**config.mk**
```make
export PLATFORM = sky130hd
export DESIGN_NAME = epq_ctrl
export DESIGN_NICKNAME = d
export VERILOG_FILES = /design/src/hw/rtl/epq_pkg.sv /design/src/hw/rtl/epq_ctrl.sv
export SDC_FILE = /design/constraint.sdc
export NUM_CORES = 1
export LEC_CHECK = 0
export BUFFER_PORTS_ARGS = -buffer_cell sky130_fd_sc_hd__buf_2
export CORE_AREA = 2 2 39 41
export DETAILED_ROUTE_END_ITERATION = 8
export DIE_AREA = 0 0 41 43
export REMOVE_ABC_BUFFERS = 1
export SLEW_MARGIN = 10
export SYNTH_ARGS = -nofsm -noshare
export SYNTH_HDL_FRONTEND = slang
export SYNTH_SLANG_ARGS = --single-unit
```
**constraint.sdc**
```tcl
create_clock -name clock -period 1.7 [get_ports clock]
set_input_delay 0.255 -clock clock [delete_from_list [all_inputs] [get_ports clock]]
set_output_delay 0.255 -clock clock [all_outputs]
set_load 0.02 [all_outputs]
```
**src/hw/rtl/epq_pkg.sv**
```systemverilog
// ----------------------------------------------------------------------------
// Event priority queue package
// Shared widths, codes, entry type and the event ordering function.
// ----------------------------------------------------------------------------
package epq_pkg;

   // Storage and field sizes.
   localparam int DEPTH  = 64;
   localparam int CNT_W  = $clog2(DEPTH + 1);
   localparam int TIME_W = 48;
   localparam int QID_W  = 8;
   localparam int KIND_W = 2;
   localparam int STAT_W = 2;

   // Event kinds.
   localparam logic [KIND_W-1:0] KIND_ARRIVAL   = 2'd0;
   localparam logic [KIND_W-1:0] KIND_DEPARTURE = 2'd1;
   localparam logic [KIND_W-1:0] KIND_EXIT      = 2'd2;
   localparam logic [KIND_W-1:0] KIND_OTHER     = 2'd3;

   // Actions.
   localparam logic ACT_INSERT  = 1'b0;
   localparam logic ACT_EXTRACT = 1'b1;

   // Result status codes.
   localparam logic [STAT_W-1:0] STAT_DONE  = 2'd0;
   localparam logic [STAT_W-1:0] STAT_EMPTY = 2'd1;
   localparam logic [STAT_W-1:0] STAT_FULL  = 2'd2;

   // One stored event.
   typedef struct packed {
      logic [TIME_W-1:0] sched;
      logic [TIME_W-1:0] q_arr;
      logic [TIME_W-1:0] s_arr;
      logic [QID_W-1:0]  qid;
      logic [KIND_W-1:0] kind;
   } entry_type;

   // Commands from the controller to the datapath.
   typedef struct packed {
      logic load;
      logic comp;
      logic update;
   } cmd_type;

   // Ordering of a new event against a stored one: {earlier, not later}.
   function automatic logic [1:0] order_f(entry_type n, entry_type s);
      logic lt;
      logic le;
      begin
         if (n.sched != s.sched) begin
            lt = n.sched < s.sched;
            le = lt;
         end else if (n.q_arr != s.q_arr) begin
            lt = n.q_arr < s.q_arr;
            le = lt;
         end else if (n.s_arr != s.s_arr) begin
            lt = n.s_arr < s.s_arr;
            le = lt;
         end else if (n.qid != s.qid) begin
            lt = n.qid < s.qid;
            le = lt;
         end else if (n.kind == KIND_EXIT) begin
            lt = 1'b1;
            le = 1'b1;
         end else if (s.kind == KIND_EXIT) begin
            lt = 1'b0;
            le = 1'b0;
         end else if (n.kind == KIND_DEPARTURE) begin
            lt = 1'b1;
            le = 1'b1;
         end else if (s.kind == KIND_DEPARTURE) begin
            lt = 1'b0;
            le = 1'b0;
         end else begin
            lt = 1'b0;
            le = 1'b1;
         end
         return {lt, le};
      end
   endfunction

endpackage

```
**src/hw/rtl/epq_ctrl.sv**
```systemverilog
// ----------------------------------------------------------------------------
// Event priority queue controller
// Sequences load, compare, update and response for one word at a time.
// ----------------------------------------------------------------------------
module epq_ctrl (
   input  logic             clock,
   input  logic             reset,
   input  logic             req_valid,
   output logic             req_ready,
   output logic             rsp_valid,
   input  logic             rsp_ready,
   output epq_pkg::cmd_type cmd
);

   localparam logic [1:0] ST_IDLE = 2'd0;
   localparam logic [1:0] ST_COMP = 2'd1;
   localparam logic [1:0] ST_UPD  = 2'd2;
   localparam logic [1:0] ST_RESP = 2'd3;

   logic [1:0] state_ff;
   logic [1:0] state_in;

   // Handshake and commands follow the state.
   assign req_ready  = (state_ff == ST_IDLE);
   assign rsp_valid  = (state_ff == ST_RESP);
   assign cmd.load   = req_valid && req_ready;
   assign cmd.comp   = (state_ff == ST_COMP);
   assign cmd.update = (state_ff == ST_UPD);

   // Next state.
   always_comb begin
      state_in = state_ff;
      unique case (state_ff)
         ST_IDLE: if (req_valid) state_in = ST_COMP;
         ST_COMP: state_in = ST_UPD;
         ST_UPD:  state_in = ST_RESP;
         ST_RESP: if (rsp_ready) state_in = ST_IDLE;
         default: state_in = ST_IDLE;
      endcase
   end

   always_ff @(posedge clock) begin
      if (reset) begin
         state_ff <= ST_IDLE;
      end else begin
         state_ff <= state_in;
      end
   end

endmodule

```
## Word level (Yosys, flattened, before mapping)

Index checks and enable logic that the tools add are counted.

- Output and inout bits: 5
- Register bits after elaboration: 2
- Word-level logic and storage cells: 12
- Input bits: 4

- Eq/ne operators: 5
- Mux-type cells: 3
- Reduce and logical (&&, ||, !) cells: 3

Operator list:

| kind | number |
|---|---|
| case mux 2 bit (4 select lines) | 1 |
| == test 2 bit, second input constant | 2 |
| 2-to-1 mux 2 bit | 2 |
| == test 2 x 1 -> 1 bit, second input constant | 1 |
| logical NOT 2 bit | 1 |
| != test 2 x 1 -> 1 bit, second input constant | 1 |
| != test 2 bit, second input constant | 1 |
| AND reduction 2 bit | 1 |
| logical AND 1 bit | 1 |

## Depth between registers and ports, before layout

- Depth in word-level cells: 3
- Depth in mapped cells: 4
- Gate-level depth less buffers: 4

## Worst setup path after synthesis

No wires, ideal clock.

- Kind: register to register
- From: register state_ff[0]
- To: register state_ff[0]
- Data required time: 1584 ps
- Buffers on the path: 0
- Library setup time: 116 ps
- Period minus slack after synthesis: 1318 ps
- Cell stages (with the launch flop): 5
- Arrival: 1202 ps
- Path slack: 382 ps
- Cell sequence: dfxtp_1 -> inv_1 -> ha_1 -> or3_1 -> o211a_1

- Longest elaborated chain between the ends: 3
- Elaborated cells on any way between the ends: 8
- Classes of those cells: eq/ne (5); mux (1); reduce/logical (2)

RTL lines:

| what | RTL line | RTL |
|---|---|---|
| start, declared | epq_ctrl.sv:20 | `logic [1:0] state_ff;` |
| start signal, assigned | epq_ctrl.sv:46 | `state_ff <= state_in;` |
| logical NOT 2 bit * | -- |  |
| via req_ready | epq_ctrl.sv:9 | `output logic req_ready,` |
| != test 2 bit (no source line) | -- |  |
| AND reduction 2 bit (no source line) | -- |  |

The timed path passes the listed nets; every way through them passes the cells marked *.
A chain may end at the register's enable or synchronous reset.

==> results.ini <==
[cts]
ctsHoldBuffers=0
cts.path.max_buffers=2
worstSkewPairLatency_ns=0.23
h-tree-depth=1
path_clk_slew_ns=0.03
cts_setup_buffers=0
cts_root_buf=clkbuf_4
cts_resized=0
numCtsBuffers=3
cts_tree=done
cts_sinks=2

[synth]
yosys_warnings=0
syn_area_per_cell_um2=9.106
ys_seq_elements=2
synth_cell_types=10
synth_cells=18
synth_area_um2=163.9
yosysSeqAreaShare_pct=24.43

[run_status]
outcome=finished, final reports clean

[route]
drc=0
maxUsedRoutingLayer=met3
wl_um=340
via_count=153
wl_met2_um=125
ant_nets=0
first_pass_iters=4
route.layer.met1.wl_um=142
route.met3.wl_um=73
dr.first_iter.drc_count=4
viasPerCell=3.400
wire_per_inst_um=7.556

[die]
die_x_um=41
start_util_pct=11.84
die_y_um=43
num_rows=14
io_pins=9
core_region_area_mm2=0.001384
die-area_mm2=0.001763

[power]
p_seq_share_pct=21.4
swShare_pct=42.42
p_clk_share_pct=28.2
peakVddDrop_mv=0.3736
p_int_uw=222.2
leakage_uw=0.0001407
p_comb_share_pct=50.4
p_switching_uw=163.7
powerDensity_mw_per_mm2=1565

[timing]
max_slew_margin_pct=84.52
drv_slew=0
rsz0062_at_grt=no
min_period_ns=1.463
fin_skew_ns=0.004334
tightestPinTransition_ns=0.2322
timing_hold_violations_final=0
post-route-period-util_pct=86.08
setup_tns_ns=0
fmax_mhz=683.3
setup_viol_count_final=0

[run]
drv_cap=0

[placement]
place_congestion=0.6076
place_inst=42
port-buffer-count=8

[worst_setup_path]
cp-endpoint=cmd[2]
critical_path.max_fanout=4
r2r_end=state_ff[0]
crit_family=flip-flops
crit_start=state_ff[0]
cp_slowest_cell=dfxtp_1
arrival_ns=1.21
cp-start-kind=flip-flop
critPathMaxStageDelay_ns=0.37
path_cells=inv_1 > ha_1 > and2_1 > buf_2
cp_num_buf_inv=2
crit_type=flip-flop to output port
timing.rr.start=state_ff[0]
rr_worst_depth=4
required_ns=1.44
crit_cells=4
endpoint_kind=output port
rrSetupSlack_ns=0.40

[global_routing]
grt_overflow=0
antenna_found_initial=0
grt_start_max_net_pins=5
grt_first_pass_wirelength_um=489
grt_pass1_vias=133
grtUsageTotal_pct=5.205

[final_layout]
syn2layout_area_growth_pct=50.38
drive_above_1_share_pct=41.38
layout_commonest_cell=buf_2
regMostFlops=state_ff
n_antenna_cell=0
largest_reg_flops=2
final_nets=39
final_cell_count_no_fill=45
reg_top3=state_ff x2
layout_common_cells=buf_2 (8), inv_1 (4), ha_1 (4), clkbuf_4 (3)

[hold_path]
hp-class=input pin to flip-flop

layout make-up:
class                           instances  area (µm²)
Inverter                                4       15.01
Sequential cell                         2       40.04
Multi-Input combinational cell         12       108.9
Clock buffer                            3       22.52
Fill cell                             167        1137
Timing Repair Buffer                    8       40.04
Tap cell                               16       20.02
worst min-delay path by stage:
stage,start,endpoint,slack [ns],cells after the start
after global placement,state_ff[1],state_ff[1],0.50,2
after floorplan,reset,state_ff[0],0.44,2
after global routing,reset,state_ff[0],0.30,3
after detailed placement,state_ff[1],state_ff[1],0.50,2
after CTS,reset,state_ff[0],0.30,3
final,reset,state_ff[0],0.30,3
synth_stat cells:
library cell  instances  area [µm²]
ha_1                  4       50.05
inv_1                 4       15.01
dfxtp_1               2       40.04
nand2_1               2       7.510
a21oi_1               1       5.000
and2_1                1       6.260
mux2i_1               1       10.01
nor2b_4               1       13.76
o211a_1               1       10.01
or3_1                 1       6.260
power by group through the flow:
| stage | combinational [µW] | clock, µW | sequential, µW |
|---|---|---|---|
| floorplan | 154 | 0 | 79.2 |
| global placement | 196 | 0 | 83.7 |
| detailed placement | 198 | 0 | 83.7 |
| CTS | 199 | 116 | 82.9 |
| global route | 219 | 126 | 86.7 |
| finish | 195 | 109 | 82.6 |
tightest hold or removal path, stage by stage:
cell and delay (ns):
buf_2 0.07, inv_1 0.05, o211a_1 0.10
per-layer routing:
layer / GRT usage [%] / vias up
li1: - / 78
met5: 0 / -
met3: 9.424 / 0
met1: 4.459 / 65
met2: 5.313 / 10
met4: 2.000 / 0
cells by family after synthesis:
group | synth area share (%)
muxes | 6.107
buffers and inverters | 9.158
adders and majority gates | 30.54
DFF | 24.43
AOI/OAI and AO/OA | 9.158
and+or+nand+nor | 20.62
per-stage QoR:
step           instance area, µm²  power [µW]  utilization, %  hold WS, ns  worst slack, ns
6_report                    246.5       385.8           17.81       0.3012           0.2366
5_1_grt                     246.5       431.8           17.81       0.2994           0.1541
4_1_cts                     246.5       397.1           17.81       0.3022           0.2259
3_5_place_dp                224.0       281.5           16.18       0.4999           0.4024
3_3_place_gp                224.0       279.4           16.18       0.4956           0.4333
2_1_floorplan               163.9       233.5               -       0.4354           0.3816
(Power assumes the default switching activity.)
